## src/apc_pkg.sv

```systemverilog
// ============================================================================
// apc_pkg
// Shared types and constants of the ARGB pixel combine block.
// ============================================================================
package apc_pkg;

    // Channel and gain widths
    localparam int CHAN_W   = 8;
    localparam int GAIN_W   = 9;
    localparam int ACT_W    = 3;
    localparam int NUM_CHAN = 4;
    localparam int CFG_IDX_W = 3;

    // Largest channel value, used by the saturating add
    localparam logic [CHAN_W-1:0] CHAN_MAX = 8'hFF;

    // Gain reset value: 1.0 in unsigned 1.8 fixed point
    localparam logic [GAIN_W-1:0] GAIN_ONE = 9'h100;

    // Action codes
    localparam logic [ACT_W-1:0] ACT_CONST_MOD = 3'd0;
    localparam logic [ACT_W-1:0] ACT_PIXEL_MOD = 3'd1;
    localparam logic [ACT_W-1:0] ACT_SAT_ADD   = 3'd2;
    localparam logic [ACT_W-1:0] ACT_CLEAR     = 3'd3;
    localparam logic [ACT_W-1:0] ACT_COPY      = 3'd4;

    // Configuration register indexes
    localparam logic [CFG_IDX_W-1:0] REG_GAIN_ALPHA = 3'd0;
    localparam logic [CFG_IDX_W-1:0] REG_GAIN_RED   = 3'd1;
    localparam logic [CFG_IDX_W-1:0] REG_GAIN_GREEN = 3'd2;
    localparam logic [CFG_IDX_W-1:0] REG_GAIN_BLUE  = 3'd3;

    // One result pixel, alpha first
    typedef struct packed {
        logic [CHAN_W-1:0] alpha;
        logic [CHAN_W-1:0] red;
        logic [CHAN_W-1:0] green;
        logic [CHAN_W-1:0] blue;
    } t_pixel;

endpackage

```

## src/apc_if.sv

```systemverilog
// ============================================================================
// apc_if
// Valid/ready channels of the ARGB pixel combine block: the input word
// (action plus destination and source pixels) and the result pixel word.
// ============================================================================
interface apc_in_if;
    logic                        valid;
    logic                        ready;
    logic [apc_pkg::ACT_W-1:0]   action;
    logic [apc_pkg::CHAN_W-1:0]  dst_alpha;
    logic [apc_pkg::CHAN_W-1:0]  dst_red;
    logic [apc_pkg::CHAN_W-1:0]  dst_green;
    logic [apc_pkg::CHAN_W-1:0]  dst_blue;
    logic [apc_pkg::CHAN_W-1:0]  src_alpha;
    logic [apc_pkg::CHAN_W-1:0]  src_red;
    logic [apc_pkg::CHAN_W-1:0]  src_green;
    logic [apc_pkg::CHAN_W-1:0]  src_blue;

    modport source (
        output valid, action, dst_alpha, dst_red, dst_green, dst_blue,
               src_alpha, src_red, src_green, src_blue,
        input  ready
    );
    modport sink (
        input  valid, action, dst_alpha, dst_red, dst_green, dst_blue,
               src_alpha, src_red, src_green, src_blue,
        output ready
    );
endinterface

interface apc_out_if;
    logic                        valid;
    logic                        ready;
    logic [apc_pkg::CHAN_W-1:0]  out_alpha;
    logic [apc_pkg::CHAN_W-1:0]  out_red;
    logic [apc_pkg::CHAN_W-1:0]  out_green;
    logic [apc_pkg::CHAN_W-1:0]  out_blue;

    modport source (
        output valid, out_alpha, out_red, out_green, out_blue,
        input  ready
    );
    modport sink (
        input  valid, out_alpha, out_red, out_green, out_blue,
        output ready
    );
endinterface

```

## src/apc_lane.sv

```systemverilog
// ============================================================================
// apc_lane
// One channel of the pixel combine: modulate, saturating add, clear, copy.
// ============================================================================
module apc_lane (
    input  logic [apc_pkg::ACT_W-1:0]  i_action,
    input  logic [apc_pkg::CHAN_W-1:0] i_dst,
    input  logic [apc_pkg::CHAN_W-1:0] i_src,
    input  logic [apc_pkg::GAIN_W-1:0] i_gain,
    output logic [apc_pkg::CHAN_W-1:0] o_result
);

    logic [apc_pkg::GAIN_W-1:0]                 mult_b;
    logic [apc_pkg::CHAN_W+apc_pkg::GAIN_W-1:0] product;
    logic [apc_pkg::CHAN_W:0]                   sum;
    logic [apc_pkg::CHAN_W-1:0]                 sat_sum;

    // Both modulate actions share one multiplier; only the second operand differs.
    assign mult_b  = (i_action == apc_pkg::ACT_CONST_MOD) ? i_gain
                                                          : {1'b0, i_src};
    assign product = {{apc_pkg::GAIN_W{1'b0}}, i_dst} *
                     {{apc_pkg::CHAN_W{1'b0}}, mult_b};

    // Saturating add clamps at the channel maximum.
    assign sum     = {1'b0, i_dst} + {1'b0, i_src};
    assign sat_sum = sum[apc_pkg::CHAN_W] ? apc_pkg::CHAN_MAX
                                          : sum[apc_pkg::CHAN_W-1:0];

    // Select the result; unused codes pass the destination through.
    always_comb begin
        case (i_action)
            apc_pkg::ACT_CONST_MOD,
            apc_pkg::ACT_PIXEL_MOD: o_result = product[2*apc_pkg::CHAN_W-1:apc_pkg::CHAN_W];
            apc_pkg::ACT_SAT_ADD:   o_result = sat_sum;
            apc_pkg::ACT_CLEAR:     o_result = '0;
            apc_pkg::ACT_COPY:      o_result = i_src;
            default:                o_result = i_dst;
        endcase
    end

endmodule

```

## src/apc_merge.sv

```systemverilog
// ============================================================================
// apc_merge
// Gathers the four lane results into one pixel word and holds it in the
// output register until the receiver takes it.
// ============================================================================
module apc_merge (
    input  logic                         i_clk,
    input  logic                         i_rst_n,
    input  logic                         i_valid,
    output logic                         o_ready,
    input  logic [apc_pkg::CHAN_W-1:0]   i_lane [apc_pkg::NUM_CHAN],
    output logic                         o_valid,
    input  logic                         i_ready,
    output apc_pkg::t_pixel              o_pixel
);

    logic            r_valid;
    logic            n_valid;
    apc_pkg::t_pixel r_pixel;
    logic            load;

    // The register takes a new word when empty or when its word leaves now.
    assign o_ready = !r_valid || i_ready;
    assign load    = i_valid && o_ready;
    assign n_valid = load || (r_valid && !i_ready);

    always_ff @(posedge i_clk) begin
        if (!i_rst_n) begin
            r_valid <= 1'b0;
        end else begin
            r_valid <= n_valid;
        end
    end

    // Payload register, lanes packed alpha first.
    always_ff @(posedge i_clk) begin
        if (load) begin
            r_pixel <= '{alpha: i_lane[0], red: i_lane[1],
                         green: i_lane[2], blue: i_lane[3]};
        end
    end

    assign o_valid = r_valid;
    assign o_pixel = r_pixel;

endmodule

```

## src/argb_pixel_combine.sv

```systemverilog
// ============================================================================
// argb_pixel_combine
// ARGB pixel combine unit: constant or pixel modulate, saturating add, clear
// and copy over the four channels of one pixel.
// ============================================================================
// Usage:
//   Input channel i_in carries one word: an action, a destination pixel and
//   a source pixel. Output channel o_out carries the resulting pixel. Both
//   are valid/ready; a word moves when valid and ready are both high.
//   Four channel lanes work side by side on the accepted word and the
//   result is registered, so a result is presented in the cycle after its
//   word is accepted. One word is taken every cycle while the receiver
//   keeps ready high; the single output register sets that figure.
//   When the receiver stalls, the output word holds and i_in.ready drops
//   only while the register is full and not being emptied.
//   The gain registers are written through i_cfg_we / i_cfg_idx /
//   i_cfg_data; indexes beyond the blue gain are ignored. Write them only
//   while no word is in flight.
//   Synchronous reset empties the output register and sets all gains to
//   1.0 (256 in unsigned 1.8).
// ============================================================================
module argb_pixel_combine (
    input  logic                           i_clk,
    input  logic                           i_rst_n,
    input  logic                           i_cfg_we,
    input  logic [apc_pkg::CFG_IDX_W-1:0]  i_cfg_idx,
    input  logic [apc_pkg::GAIN_W-1:0]     i_cfg_data,
    apc_in_if.sink                         i_in,
    apc_out_if.source                      o_out
);

    logic [apc_pkg::GAIN_W-1:0] r_gain [apc_pkg::NUM_CHAN];
    logic [apc_pkg::CHAN_W-1:0] dst    [apc_pkg::NUM_CHAN];
    logic [apc_pkg::CHAN_W-1:0] src    [apc_pkg::NUM_CHAN];
    logic [apc_pkg::CHAN_W-1:0] lane   [apc_pkg::NUM_CHAN];
    apc_pkg::t_pixel            pixel;

    // Gain registers, one per channel.
    always_ff @(posedge i_clk) begin
        if (!i_rst_n) begin
            for (int k = 0; k < apc_pkg::NUM_CHAN; k++) begin
                r_gain[k] <= apc_pkg::GAIN_ONE;
            end
        end else if (i_cfg_we) begin
            case (i_cfg_idx)
                apc_pkg::REG_GAIN_ALPHA: r_gain[0] <= i_cfg_data;
                apc_pkg::REG_GAIN_RED:   r_gain[1] <= i_cfg_data;
                apc_pkg::REG_GAIN_GREEN: r_gain[2] <= i_cfg_data;
                apc_pkg::REG_GAIN_BLUE:  r_gain[3] <= i_cfg_data;
                default: ;
            endcase
        end
    end

    // Spread the input word over the lanes, alpha first.
    assign dst[0] = i_in.dst_alpha;
    assign dst[1] = i_in.dst_red;
    assign dst[2] = i_in.dst_green;
    assign dst[3] = i_in.dst_blue;
    assign src[0] = i_in.src_alpha;
    assign src[1] = i_in.src_red;
    assign src[2] = i_in.src_green;
    assign src[3] = i_in.src_blue;

    // Channel lanes.
    for (genvar g = 0; g < apc_pkg::NUM_CHAN; g++) begin : g_lane
        apc_lane u_lane (
            .i_action (i_in.action),
            .i_dst    (dst[g]),
            .i_src    (src[g]),
            .i_gain   (r_gain[g]),
            .o_result (lane[g])
        );
    end

    // Merge and output register.
    apc_merge u_merge (
        .i_clk   (i_clk),
        .i_rst_n (i_rst_n),
        .i_valid (i_in.valid),
        .o_ready (i_in.ready),
        .i_lane  (lane),
        .o_valid (o_out.valid),
        .i_ready (o_out.ready),
        .o_pixel (pixel)
    );

    assign o_out.out_alpha = pixel.alpha;
    assign o_out.out_red   = pixel.red;
    assign o_out.out_green = pixel.green;
    assign o_out.out_blue  = pixel.blue;

endmodule
```

## src/flat_wrapper.sv

```systemverilog
// flat-port wrapper written by rule: the top's interface ports become plain ports
module argb_pixel_combine_flat 
  (i_clk, i_rst_n, i_cfg_we, i_cfg_idx, i_cfg_data, i_in_valid, i_in_action, i_in_dst_alpha, i_in_dst_red, i_in_dst_green, i_in_dst_blue, i_in_src_alpha, i_in_src_red, i_in_src_green, i_in_src_blue, i_in_ready, o_out_valid, o_out_out_alpha, o_out_out_red, o_out_out_green, o_out_out_blue, o_out_ready);
  apc_in_if i_in_i ();
  apc_out_if o_out_i ();
  input  logic i_clk;
  input  logic i_rst_n;
  input  logic i_cfg_we;
  input  logic [apc_pkg::CFG_IDX_W-1:0] i_cfg_idx;
  input  logic [apc_pkg::GAIN_W-1:0] i_cfg_data;
  input wire logic [$bits(i_in_i.valid)-1:0] i_in_valid;
  input wire logic [$bits(i_in_i.action)-1:0] i_in_action;
  input wire logic [$bits(i_in_i.dst_alpha)-1:0] i_in_dst_alpha;
  input wire logic [$bits(i_in_i.dst_red)-1:0] i_in_dst_red;
  input wire logic [$bits(i_in_i.dst_green)-1:0] i_in_dst_green;
  input wire logic [$bits(i_in_i.dst_blue)-1:0] i_in_dst_blue;
  input wire logic [$bits(i_in_i.src_alpha)-1:0] i_in_src_alpha;
  input wire logic [$bits(i_in_i.src_red)-1:0] i_in_src_red;
  input wire logic [$bits(i_in_i.src_green)-1:0] i_in_src_green;
  input wire logic [$bits(i_in_i.src_blue)-1:0] i_in_src_blue;
  output wire logic [$bits(i_in_i.ready)-1:0] i_in_ready;
  output wire logic [$bits(o_out_i.valid)-1:0] o_out_valid;
  output wire logic [$bits(o_out_i.out_alpha)-1:0] o_out_out_alpha;
  output wire logic [$bits(o_out_i.out_red)-1:0] o_out_out_red;
  output wire logic [$bits(o_out_i.out_green)-1:0] o_out_out_green;
  output wire logic [$bits(o_out_i.out_blue)-1:0] o_out_out_blue;
  input wire logic [$bits(o_out_i.ready)-1:0] o_out_ready;
  assign i_in_i.valid = i_in_valid;
  assign i_in_i.action = i_in_action;
  assign i_in_i.dst_alpha = i_in_dst_alpha;
  assign i_in_i.dst_red = i_in_dst_red;
  assign i_in_i.dst_green = i_in_dst_green;
  assign i_in_i.dst_blue = i_in_dst_blue;
  assign i_in_i.src_alpha = i_in_src_alpha;
  assign i_in_i.src_red = i_in_src_red;
  assign i_in_i.src_green = i_in_src_green;
  assign i_in_i.src_blue = i_in_src_blue;
  assign i_in_ready = i_in_i.ready;
  assign o_out_valid = o_out_i.valid;
  assign o_out_out_alpha = o_out_i.out_alpha;
  assign o_out_out_red = o_out_i.out_red;
  assign o_out_out_green = o_out_i.out_green;
  assign o_out_out_blue = o_out_i.out_blue;
  assign o_out_i.ready = o_out_ready;
  argb_pixel_combine u_core (.i_clk(i_clk), .i_rst_n(i_rst_n), .i_cfg_we(i_cfg_we), .i_cfg_idx(i_cfg_idx), .i_cfg_data(i_cfg_data), .i_in(i_in_i), .o_out(o_out_i));
endmodule
```

## config.mk

```make
export PLATFORM = sky130hd
export DESIGN_NAME = argb_pixel_combine_flat
export DESIGN_NICKNAME = d
export VERILOG_FILES = /design/src/apc_pkg.sv /design/src/apc_if.sv /design/src/apc_lane.sv /design/src/apc_merge.sv /design/src/argb_pixel_combine.sv /design/src/flat_wrapper.sv
export SDC_FILE = /design/constraint.sdc
export NUM_CORES = 1
export LEC_CHECK = 0
export BUFFER_PORTS_ARGS = -buffer_cell sky130_fd_sc_hd__buf_2
export CAP_MARGIN = 10
export CORE_ASPECT_RATIO = 0.9
export CORE_UTILIZATION = 53
export DETAILED_ROUTE_END_ITERATION = 10
export PLACE_DENSITY = 0.83
export RECOVER_POWER = 50
export SYNTH_ARGS = -nofsm -noshare
export SYNTH_HDL_FRONTEND = slang
export SYNTH_HIERARCHICAL = 1
export SYNTH_SLANG_ARGS = --single-unit
```

## constraint.sdc

```tcl
create_clock -name i_clk -period 9 [get_ports i_clk]
set_input_delay 1.8 -clock i_clk [delete_from_list [all_inputs] [get_ports i_clk]]
set_output_delay 1.8 -clock i_clk [all_outputs]
set_load 0.02 [all_outputs]
```

==> metrics, run 1 <==
placed cell area=approximately 15000 sq um; syn_nets=1940; DRC=0; number of synthesized register bits=69; Yosys top cell area share=23.5%; power density over cell area=173 nW/um^2; Req. time, crit path=between 9000 and 10000 ps; status=finished, violations left; Most used DFF post-synth=edfxtp_1; post-synth cell types=81; WP data arrival=7740 ps; die area=27000 sq um; Die Width=between 150 and 200 microns; area leader, netlist=fa_1; setup skew after layout=roughly 11 ps; Final Instance Area=15200 sq um; Core Footprint=26000 sq um; synthesized area per cell=9.12 sq um; CTS Sinks=69; Final min period=7640 ps; postcts setup bufs=0; max frequency=131 MHz; Worst Hold Class=register to register; max-cap viol count=1; Num CTS Buffers=9; Layout fillers=2241; Syn-to-layout area delta=9.04%; WS Path Type=primary input to register; CP Max Fanout=36; GRT Total Usage=28.1%; routability cong.=0.929; Seq/Total Area, Yosys=14.8%; first drt pass iteration count=8; failing checks=max-capacitance violations, max-slew violations; Post-synth top cells=inv_1, nor2b_1, fa_1; 1st-iter DRT viols=1241; RSZ-0062 raised after global routing=false; endpoint type of the worst setup path=register; Clock Latency Late Sink=340 ps; largest net degree at the start of global routing=42; layout cells sized above 1=9.76%; nature of the critical path startpoint=primary input; via count=between 10000 and 15000; cell total after placement=1980; Max Buffers Root-to-Sink=2; Starting Density=53.8%; EDFF count, synth=slightly below 70; P_leak=roughly 7.2 nW; Root Buffer=clkbuf_16; Async S/R FF share, synth=0%; first-pass GRT wire length=60800 microns; clk slew on worst S/H paths=70 ps; worst vdd ir=0.000126 V; Top delay family on crit path=adder cells; final cell count without fillers=roughly 2000; antenna cells=0; CP most frequent cell=fa_1; Synth area leaders=fa_1, edfxtp_1, ha_1, nor2b_1, inv_1; max incr delay on CP=710 ps; post-route ant nets=0; Slew HR=-74.6%; cell count after synthesis=approximately 1500; Worst Path Buf+Inv=3; io pins=between 100 and 150; GRT overflow=0; hold buffers post-CTS=0; detail-routed via count per cell=about 5.9; Rows=56; share of the cycle needed by the critical path after routing=84.9%; slowest cell on the critical path=nor3_4; critical path, cell by cell=buf_2 -> nor3_4 -> mux2i_1 -> nor2b_1 -> fa_1 -> fa_1 -> fa_1 -> inv_1 -> fa_1 -> inv_1 -> ha_1 -> a211oi_1 -> o311ai_4 -> a311oi_1 -> xor2_1 -> nor2_1 -> o32a_1; hpwl dp=29000 microns; total power=between 2 and 3 mW; post-CTS resize count=0; H-Tree Depth=3; layout net count=between 2000 and 2500; Avg WL per Cell=18.4 microns; endpoints failing hold=0; PortBufs=117; Final setup viols=0; CTS tree=yes; DIE HEIGHT=156 microns; vias in the first global route=12000; Mapped Area=roughly 14000 sq um; DRT Wirelength=36700 microns; Yosys warnings=6; flop2flop setup slack=3610 ps; Max Slew Vio Count=33; Slew @ Worst Pin=between 2000 and 3000 ps; most frequent cell after synthesis=inv_1; Fin Setup TNS=0 ps; initial antenna violation count=0
==> per-stage QoR <==
stage                     worst slack (ps)  utilization, %  hold WS [ps]
final                                 1360            58.6           531
after global routing                  1090            58.6           577
after CTS                             1470            58.8           500
after detailed placement              1100            57.5           491
after global placement                1310            57.5           482
after floorplan                       1910               -           626
==> routing by layer <==
metal / vias to the layer above / wire length, microns / global-route usage (%)
met1: 5751 / 15600 / 37.8
li1: 5389 / - / -
met4: 0 / 1060 / 9.14
met5: - / 0 / 0
met3: 90 / 3100 / 4.17
met2: 603 / 16900 / 46.8
==> kinds of logic after synthesis <==
kind of cell / after synthesis / synth area share, %
AOI/OAI and AO/OA: 255 / 12.4
xor gates and xnor gates: 53 / 3.32
adders and majority gates: 324 / 37.8
buffers and inverters: 257 / 7.14
DFF: 69 / 14.8
muxes: 39 / 2.84
and+or+nand+nor: 535 / 21.7
==> power by group <==
group	leakage [nW]	total [mW]	switching, mW	internal, mW
logic	6.36	1.82	1.08	0.743
clock network	0.154	0.387	0.145	0.241
registers	0.668	0.426	0.0212	0.405
==> cells in the final DEF (no fill, tap or decap), drive strengths merged, types with 29 or more instances in the layout <==
cell and instances:
mux2i 34, and3 39, edfxtp 68, inv 222, buf 113, nand2 53, nand3 36, nand2b 69
nor2b 175, nor2 99, a21oi 59, clkbuf 29, fa 164, o21ai 72, ha 160, xnor2 36
==> flip-flops by register name, indices dropped and copies added, names as in the netlist <==
signal	cells
u_core/u_merge/o_pixel	32
u_core/r_gain	36
u_core/u_merge/o_valid	1
==> layout make-up <==
cell class / instances / area, sq um / area share [%]
Inverter: 225 / 845 / 5.54
Multi-Input combinational cell: 1206 / 10900 / 71.6
Clock buffer: 9 / 225 / 1.48
Sequential cell: 69 / 2060 / 13.5
Tap cell: 348 / 435 / 2.86
Timing Repair Buffer: 133 / 677 / 4.44
Clock inverter: 7 / 90.1 / 0.591
==> worst paths after layout <==
path | cells past startpoint | endpoint | start
max reg2reg | 15 | u_core/u_merge/o_pixel[22] | u_core/r_gain[1][5]
max | 17 | u_core/u_merge/o_pixel[22] | i_in_action[0]
min reg2reg | 2 | u_core/u_merge/o_valid | u_core/u_merge/o_valid
min | 2 | u_core/u_merge/o_valid | u_core/u_merge/o_valid
==> worst register-to-register path, stage by stage (launching register included) <==
cell and delay (ps):
edfxtp_1 400, mux2i_1 600, nor2b_1 150, fa_1 590
fa_1 440, fa_1 550, inv_1 60, fa_1 530
inv_1 40, ha_1 340, a211oi_1 390, o311ai_4 220
a311oi_1 330, xor2_1 180, nor2_1 50, o32a_1 290
Note: power is estimated with default switching activity, not from simulation.
==> run 2, diff against run 1 <==
--- a/config.mk
+++ b/config.mk
@@ -5,6 +5,7 @@
 export SDC_FILE = /design/constraint.sdc
 export NUM_CORES = 1
 export LEC_CHECK = 0
+export ABC_AREA = 1
 export BUFFER_PORTS_ARGS = -buffer_cell sky130_fd_sc_hd__buf_2
 export CAP_MARGIN = 10
 export CORE_ASPECT_RATIO = 0.9
==> constraint.sdc (replaced) <==
create_clock -name i_clk -period 7.6 [get_ports i_clk]
set_input_delay 1.52 -clock i_clk [delete_from_list [all_inputs] [get_ports i_clk]]
set_output_delay 1.52 -clock i_clk [all_outputs]
set_load 0.02 [all_outputs]
==> metrics, run 2 <==
status=finished, violations left (unchanged); failing checks=max-capacitance violations, max-slew violations (unchanged); simple-gate share of the synthesized area=29.9% (was 21.7%); post-CTS resize count=0 (unchanged); post-route ant nets=0 (unchanged); Starting Density=54.7% (was 53.8%); Avg WL per Cell=16.3 microns (was 18.4 microns); commonest non-fill, non-tap cells in the layout=inv_1, nand2_1, nor2_1, fa_1, ha_1 (was inv_1, nor2b_1, fa_1, ha_1, buf_2); slowest cell on the critical path=fa_1 (was nor3_4); Clock Latency Late Sink=350 ps (was 340 ps); Top delay family on crit path=adder cells (unchanged); Yosys warnings=6 (unchanged); endpoint type of the worst setup path=register (unchanged); Slew @ Worst Pin=2210 ps (was 2620 ps); Max Slew Vio Count=33 (unchanged); RSZ-0062 raised after global routing=false (unchanged); Req. time, crit path=7690 ps (was 9100 ps); area leader, netlist=fa_1 (unchanged); routed wl met3=4010 microns (was 3100 microns); GRT overflow=0 (unchanged); hpwl dp=32900 microns (was 29000 microns); Syn-to-layout area delta=8.12% (was 9.04%); share of the cycle needed by the critical path after routing=85.4%; max incr delay on CP=550 ps (was 710 ps); EDFF count, synth=68 (unchanged); Synth area leaders=fa_1, edfxtp_1, ha_1, inv_1, nand2_1 (was fa_1, edfxtp_1, ha_1, nor2b_1, inv_1); power density over cell area=233 nW/um^2 (was 173 nW/um^2); max FFs per register=36 (unchanged); worst vdd ir=0.000260 V (was 0.000126 V); Final min period=6490 ps; Worst Path Buf+Inv=6 (was 3); syn_nets=2346 (was 1940); max-cap viol count=1 (unchanged); CTS Sinks=69 (unchanged); Reg power frac=13.8% (was 16.2%); Root Buffer=clkbuf_16 (unchanged); cell-internal power=1.69 mW (was 1.39 mW); pre-CTS setup slack=799 ps (was 1100 ps); most flop-heavy register=u_core/r_gain (unchanged); routability cong.=1.01 (was 0.929); initial antenna violation count=3 (was 0); post-synth cell types=44 (was 81); Core Footprint=26300 sq um (was 26000 sq um); combinational fraction of design power=74.9% (was 69.1%); layout net count=2468 (was 2052); Rows=56 (unchanged); DRT Wirelength=39300 microns (was 36700 microns); Max Buffers Root-to-Sink=2 (unchanged); vias in the first global route=13000 (was 12000); Mapped Area=14400 sq um (was 14000 sq um); clock share of power=11.3% (was 14.7%); complex-gate fraction of the synthesized area=6.25% (was 12.4%); crit path setup slack, layout=1110 ps (was 1360 ps); worst hold slack=536 ps (was 531 ps); WP data arrival=6580 ps (was 7740 ps); first-pass GRT wire length=63600 microns (was 60800 microns); Switching Power=1.94 mW (was 1.25 mW); Slew HR=-47.4% (was -74.6%); layout cells sized above 1=9.30% (was 9.76%); number of synthesized register bits=69 (unchanged); Most used DFF post-synth=edfxtp_1 (unchanged); Fin Setup TNS=0 ps (unchanged); Layout fillers=2468 (was 2241); Post-synth top cells=inv_1, nand2_1, nor2_1 (was inv_1, nor2b_1, fa_1); Worst Hold Class=register to register (unchanged); Switching Fraction=53.5% (was 47.3%); io pins=118 (unchanged); antenna cells=0 (unchanged); first drt pass iteration count=5 (was 8); nature of the critical path startpoint=primary input (unchanged); postcts setup bufs=0 (unchanged); Die Width=176 microns (was 173 microns); xor/xnor cell area share of the yosys netlist=1.22% (was 3.32%); Async S/R FF share, synth=0% (unchanged); WS Path Type=primary input to register (unchanged); DRC=0 (unchanged); adder-cell share of the synthesized area=36.7% (was 37.8%); Yosys top cell area share=22.8% (was 23.5%); DRT met1 WL=16600 microns (was 15600 microns); critical path, cell by cell=buf_2 -> nor2_2 -> buf_4 -> nand2_2 -> nand2_1 -> o21a_1 -> inv_1 -> nor2_1 -> fa_1 -> fa_1 -> fa_1 -> inv_1 -> fa_1 -> inv_1 -> ha_1 -> nand2_1 -> inv_1 -> a21oi_1 -> nor2_1 -> nor3_1 -> nand3_1 -> nand3_1 -> a21oi_1 (was buf_2 -> nor3_4 -> mux2i_1 -> nor2b_1 -> fa_1 -> fa_1 -> fa_1 -> inv_1 -> fa_1 -> inv_1 -> ha_1 -> a211oi_1 -> o311ai_4 -> a311oi_1 -> xor2_1 -> nor2_1 -> o32a_1); GRT Total Usage=29.1% (was 28.1%); CTS tree=yes (unchanged); Num CTS Buffers=9 (unchanged); synthesized area per cell=7.43 sq um (was 9.12 sq um); clk slew on worst S/H paths=70 ps (about the same); most frequent cell after synthesis=inv_1 (unchanged); via count=13300 (was 11800); Seq/Total Area, Yosys=14.3% (was 14.8%); max frequency=154 MHz; endpoints failing hold=0 (unchanged); DIE HEIGHT=158 microns (was 156 microns); detail-routed via count per cell=5.52 (was 5.93); Final setup viols=0 (unchanged); Highest Signal Layer=met5 (was met4); P_leak=8.48 nW (was 7.18 nW); PortBufs=117 (unchanged); hold buffers post-CTS=0 (unchanged); largest net degree at the start of global routing=33 (was 42); cell count after synthesis=1938 (was 1532); H-Tree Depth=3 (unchanged); post-synthesis mux area share=0% (was 2.84%); setup skew after layout=16.9 ps (was 11.3 ps); die area=27800 sq um (was 27000 sq um); most common cell after layout, fill and taps aside=inv_1 (unchanged); CP Max Fanout=16 (was 36); met2 wire len=17500 microns (was 16900 microns); 1st-iter DRT viols=1250 (was 1241); main combinational cell family by area after synthesis=adder cells (unchanged); total power=3.63 mW (was 2.63 mW)
## run 2: worst register-to-register path: cells and delay by family (launching register included)
kind / cells / cell delay (ps)
adders and majority gates: 5 / 2450
AOI/OAI and AO/OA: 4 / 810
DFF: 1 / 410
and+or+nand+nor: 5 / 620
buffers and inverters: 3 / 320
## run 2: cell families after synthesis
logic type,after synthesis
AND/OR/NAND/NOR,938
buffers and inverters,434
adder cells (fa/ha/maj),324
AO/OA/AOI/OAI,153
flip-flops,69
XOR/XNOR,20
## run 2: layout make-up
| class | count | area [sq um] | share of cell area (%) |
|---|---|---|---|
| clock buffer | 9 | 225 | 1.45 |
| clock inverter | 7 | 48.8 | 0.313 |
| inverter | 424 | 1600 | 10.3 |
| multi-input combinational | 1435 | 10600 | 68.3 |
| sequential | 69 | 2060 | 13.2 |
| tap | 348 | 435 | 2.80 |
| timing repair buffer | 121 | 568 | 3.65 |
## run 2: path summary, 6_finish.rpt
path / start / to / slack [ps] / depth (start not counted)
setup / recovery: i_in_action[1] / u_core/u_merge/o_pixel[31] / 1110 / 23
hold / removal: u_core/u_merge/o_valid / u_core/u_merge/o_valid / 540 / 2
setup reg to reg: u_core/r_gain[0][4] / u_core/u_merge/o_pixel[31] / 2740 / 17
hold reg to reg: u_core/u_merge/o_valid / u_core/u_merge/o_valid / 540 / 2
## run 2: layer usage
layer,global-route usage (%),up-vias
li1,-,6312
met1,39.8,6173
met2,45.8,718
met3,5.64,107
met4,10.6,6
met5,0,-
## run 2: power by group through the flow
stage          sequential [mW]  clock [mW]  combinational, mW
3_3_place_gp             0.509           0               2.62
3_5_place_dp             0.507           0               2.67
2_1_floorplan            0.550           0               1.99
4_1_cts                  0.501       0.416               2.69
5_1_grt                  0.506       0.429               3.10
6_report                 0.502       0.410               2.72
## run 2: stage by stage
stage               util, %  instances  area [sq um]
floorplan                 -       1938         14400
global placement       58.4       2395         15400
detailed placement     58.4       2395         15400
CTS                    59.4       2411         15600
global route           59.1       2413         15600
finish                 59.1       2413         15600
==> run 3, diff against run 2 <==
--- a/config.mk
+++ b/config.mk
@@ -5,7 +5,7 @@
 export SDC_FILE = /design/constraint.sdc
 export NUM_CORES = 1
 export LEC_CHECK = 0
-export ABC_AREA = 1
+export ABC_AREA = 0
 export BUFFER_PORTS_ARGS = -buffer_cell sky130_fd_sc_hd__buf_2
 export CAP_MARGIN = 10
 export CORE_ASPECT_RATIO = 0.9
==> metrics, run 3 (synthesis results as in run 1) <==
Reg power frac=15.8% (was 13.8%); Slew HR=-71.7% (was -47.4%); Clock Latency Late Sink=350 ps (about the same); first-pass GRT wire length=61400 microns (was 63600 microns); Root Buffer=clkbuf_16 (unchanged); CTS tree=yes (unchanged); clk slew on worst S/H paths=60 ps (was 70 ps); most flop-heavy register=u_core/r_gain (unchanged); DIE HEIGHT=156 microns (was 158 microns); max frequency=143 MHz (was 154 MHz); layout cells sized above 1=11.1% (was 9.30%); placed cell area=15200 sq um (was 15400 sq um); Max Buffers Root-to-Sink=2 (unchanged); WHS Path Cells=2 (unchanged); Slew @ Worst Pin=2570 ps (was 2210 ps); hpwl dp=29700 microns (was 32900 microns); post-CTS resize count=0 (unchanged); H-Tree Depth=3 (unchanged); Final min period=6990 ps (was 6490 ps); postcts setup bufs=0 (unchanged); Die Width=173 microns (was 176 microns); detail-routed via count per cell=5.83 (was 5.52); die area=27000 sq um (was 27800 sq um); commonest non-fill, non-tap cells in the layout=inv_1, nor2b_1, fa_1, ha_1, nor2_1 (was inv_1, nand2_1, nor2_1, fa_1, ha_1); FF-to-FF End=u_core/u_merge/o_pixel[23] (was u_core/u_merge/o_pixel[31]); Core Footprint=26000 sq um (was 26300 sq um); failing checks=max-capacitance violations, max-slew violations (unchanged); power density over cell area=205 nW/um^2 (was 233 nW/um^2); combinational fraction of design power=68.5% (was 74.9%); GRT Total Usage=28.5% (was 29.1%); most common cell after layout, fill and taps aside=inv_1 (unchanged); PortBufs=117 (unchanged); endpoint type of the worst setup path=register (unchanged); cell total after placement=2008 (was 2395); vias in the first global route=12200 (was 13000); Switching Power=1.49 mW (was 1.94 mW); final cell count without fillers=2027 (was 2413); Fin Setup TNS=0 ps (unchanged); P_leak=7.32 nW (was 8.48 nW); crit path setup slack, layout=611 ps (was 1110 ps); setup skew after layout=7.55 ps (was 16.9 ps); WS Path Type=primary input to register (unchanged); Max Slew Vio Count=33 (unchanged); GRT overflow=0 (unchanged); Final Instance Area=15500 sq um (was 15600 sq um); WP data arrival=7070 ps (was 6580 ps); largest net degree at the start of global routing=33 (unchanged); R2R Path Start=u_core/r_gain[1][0] (was u_core/r_gain[0][4]); Hold Crit Start=u_core/u_merge/o_valid (unchanged); Req. time, crit path=7680 ps (was 7690 ps); CP Max Fanout=20 (was 16); Reg2Reg Depth=14 (was 17); clock share of power=15.7% (was 11.3%); endpoints failing hold=0 (unchanged); max FFs per register=36 (unchanged); Starting Density=53.8% (was 54.7%); DRC=0 (unchanged); CTS Sinks=69 (unchanged); flop2flop setup slack=2340 ps (was 2740 ps); pre-CTS setup slack=370 ps (was 799 ps); hold endpoint=u_core/u_merge/o_valid (unchanged); worst hold slack=527 ps (was 536 ps); Syn-to-layout area delta=10.8% (was 8.12%); Avg WL per Cell=18.5 microns (was 16.3 microns); 1st-iter DRT viols=1174 (was 1250); Final setup viols=0 (unchanged); area taken by multi-input logic gates=10900 sq um (was 10600 sq um); FF+latch area=2060 sq um (unchanged); share of the cycle needed by the critical path after routing=92.0% (was 85.4%); nature of the critical path startpoint=primary input (unchanged); io pins=118 (unchanged); initial antenna violation count=2 (was 3); Rows=56 (unchanged); via count=11800 (was 13300); DRT Wirelength=37500 microns (was 39300 microns); status=finished, violations left (unchanged); max-cap viol count=1 (unchanged); cell-internal power=1.69 mW (about the same); Switching Fraction=46.9% (was 53.5%); hold buffers post-CTS=0 (unchanged); worst vdd ir=0.000138 V (was 0.000260 V); first drt pass iteration count=5 (unchanged); routability cong.=0.975 (was 1.01); Layout fillers=2260 (was 2468); RSZ-0062 raised after global routing=false (unchanged); post-route ant nets=0 (unchanged); Worst Hold Class=register to register (unchanged); Num CTS Buffers=9 (unchanged); layout net count=2081 (was 2468)
run 3: cell count changes in the layout (fill, tap and decap cells not counted), sizes merged, moves of 69 or more:
| cell | change |
|---|---|
| inv | -199 |
| nand2 | -348 |
| nand2b | +69 |
| nand3 | -77 |
| nor2 | -228 |
| nor2b | +175 |
run 3: layout make-up:
type / count / share of cell area [%]
Timing Repair Buffer: 162 / 5.74
Clock inverter: 6 / 0.711
Inverter: 225 / 5.45
Clock buffer: 10 / 1.48
Sequential cell: 69 / 13.3
Antenna cell: 1 / 0.0162
Tap cell: 348 / 2.81
Multi-Input combinational cell: 1206 / 70.5
run 3: worst max path at each step:
stage	from	cells past startpoint	slack, ps	end
floorplan	i_in_action[0]	18	790	u_core/u_merge/o_pixel[22]
global placement	i_in_action[1]	18	560	u_core/u_merge/o_pixel[22]
detailed placement	i_in_action[1]	17	370	u_core/u_merge/o_pixel[23]
CTS	i_in_action[1]	17	710	u_core/u_merge/o_pixel[23]
global route	i_in_action[1]	17	280	u_core/u_merge/o_pixel[23]
finish	i_in_action[1]	17	610	u_core/u_merge/o_pixel[23]
run 3: per-layer routing:
layer | vias up | wire [microns] | global-route usage [%]
li1 | 5444 | - | -
met1 | 5788 | 16000 | 37.7
met2 | 518 | 17600 | 48.0
met3 | 63 | 3100 | 5.17
met4 | 2 | 826 | 7.92
met5 | - | 8 | 0
run 3: stage by stage:
| step | power, mW | utilization [%] |
|---|---|---|
| after floorplan | 2.12 | - |
| after global placement | 2.56 | 58.3 |
| after detailed placement | 2.65 | 58.3 |
| after CTS | 3.16 | 59.7 |
| after global routing | 3.48 | 59.6 |
| final | 3.18 | 59.6 |
run 3: power by group through the flow:
stage                     Combinational, mW  Sequential (mW)  Clock, mW
after floorplan                        1.59            0.536          0
after global placement                 2.05            0.510          0
after detailed placement               2.14            0.508          0
after CTS                              2.16            0.502      0.501
after global routing                   2.46            0.507      0.514
final                                  2.18            0.503      0.498
run 3: worst max-delay path, cell delays in order:
cell	delay, ps
buf_2	280
nor3_4	620
o21ai_0	350
and2_1	270
fa_1	440
fa_1	500
fa_1	550
inv_1	50
fa_1	530
inv_1	50
ha_1	350
a211oi_1	400
o311ai_4	200
a31oi_1	400
o21ai_1	170
xnor2_1	250
o22ai_1	130
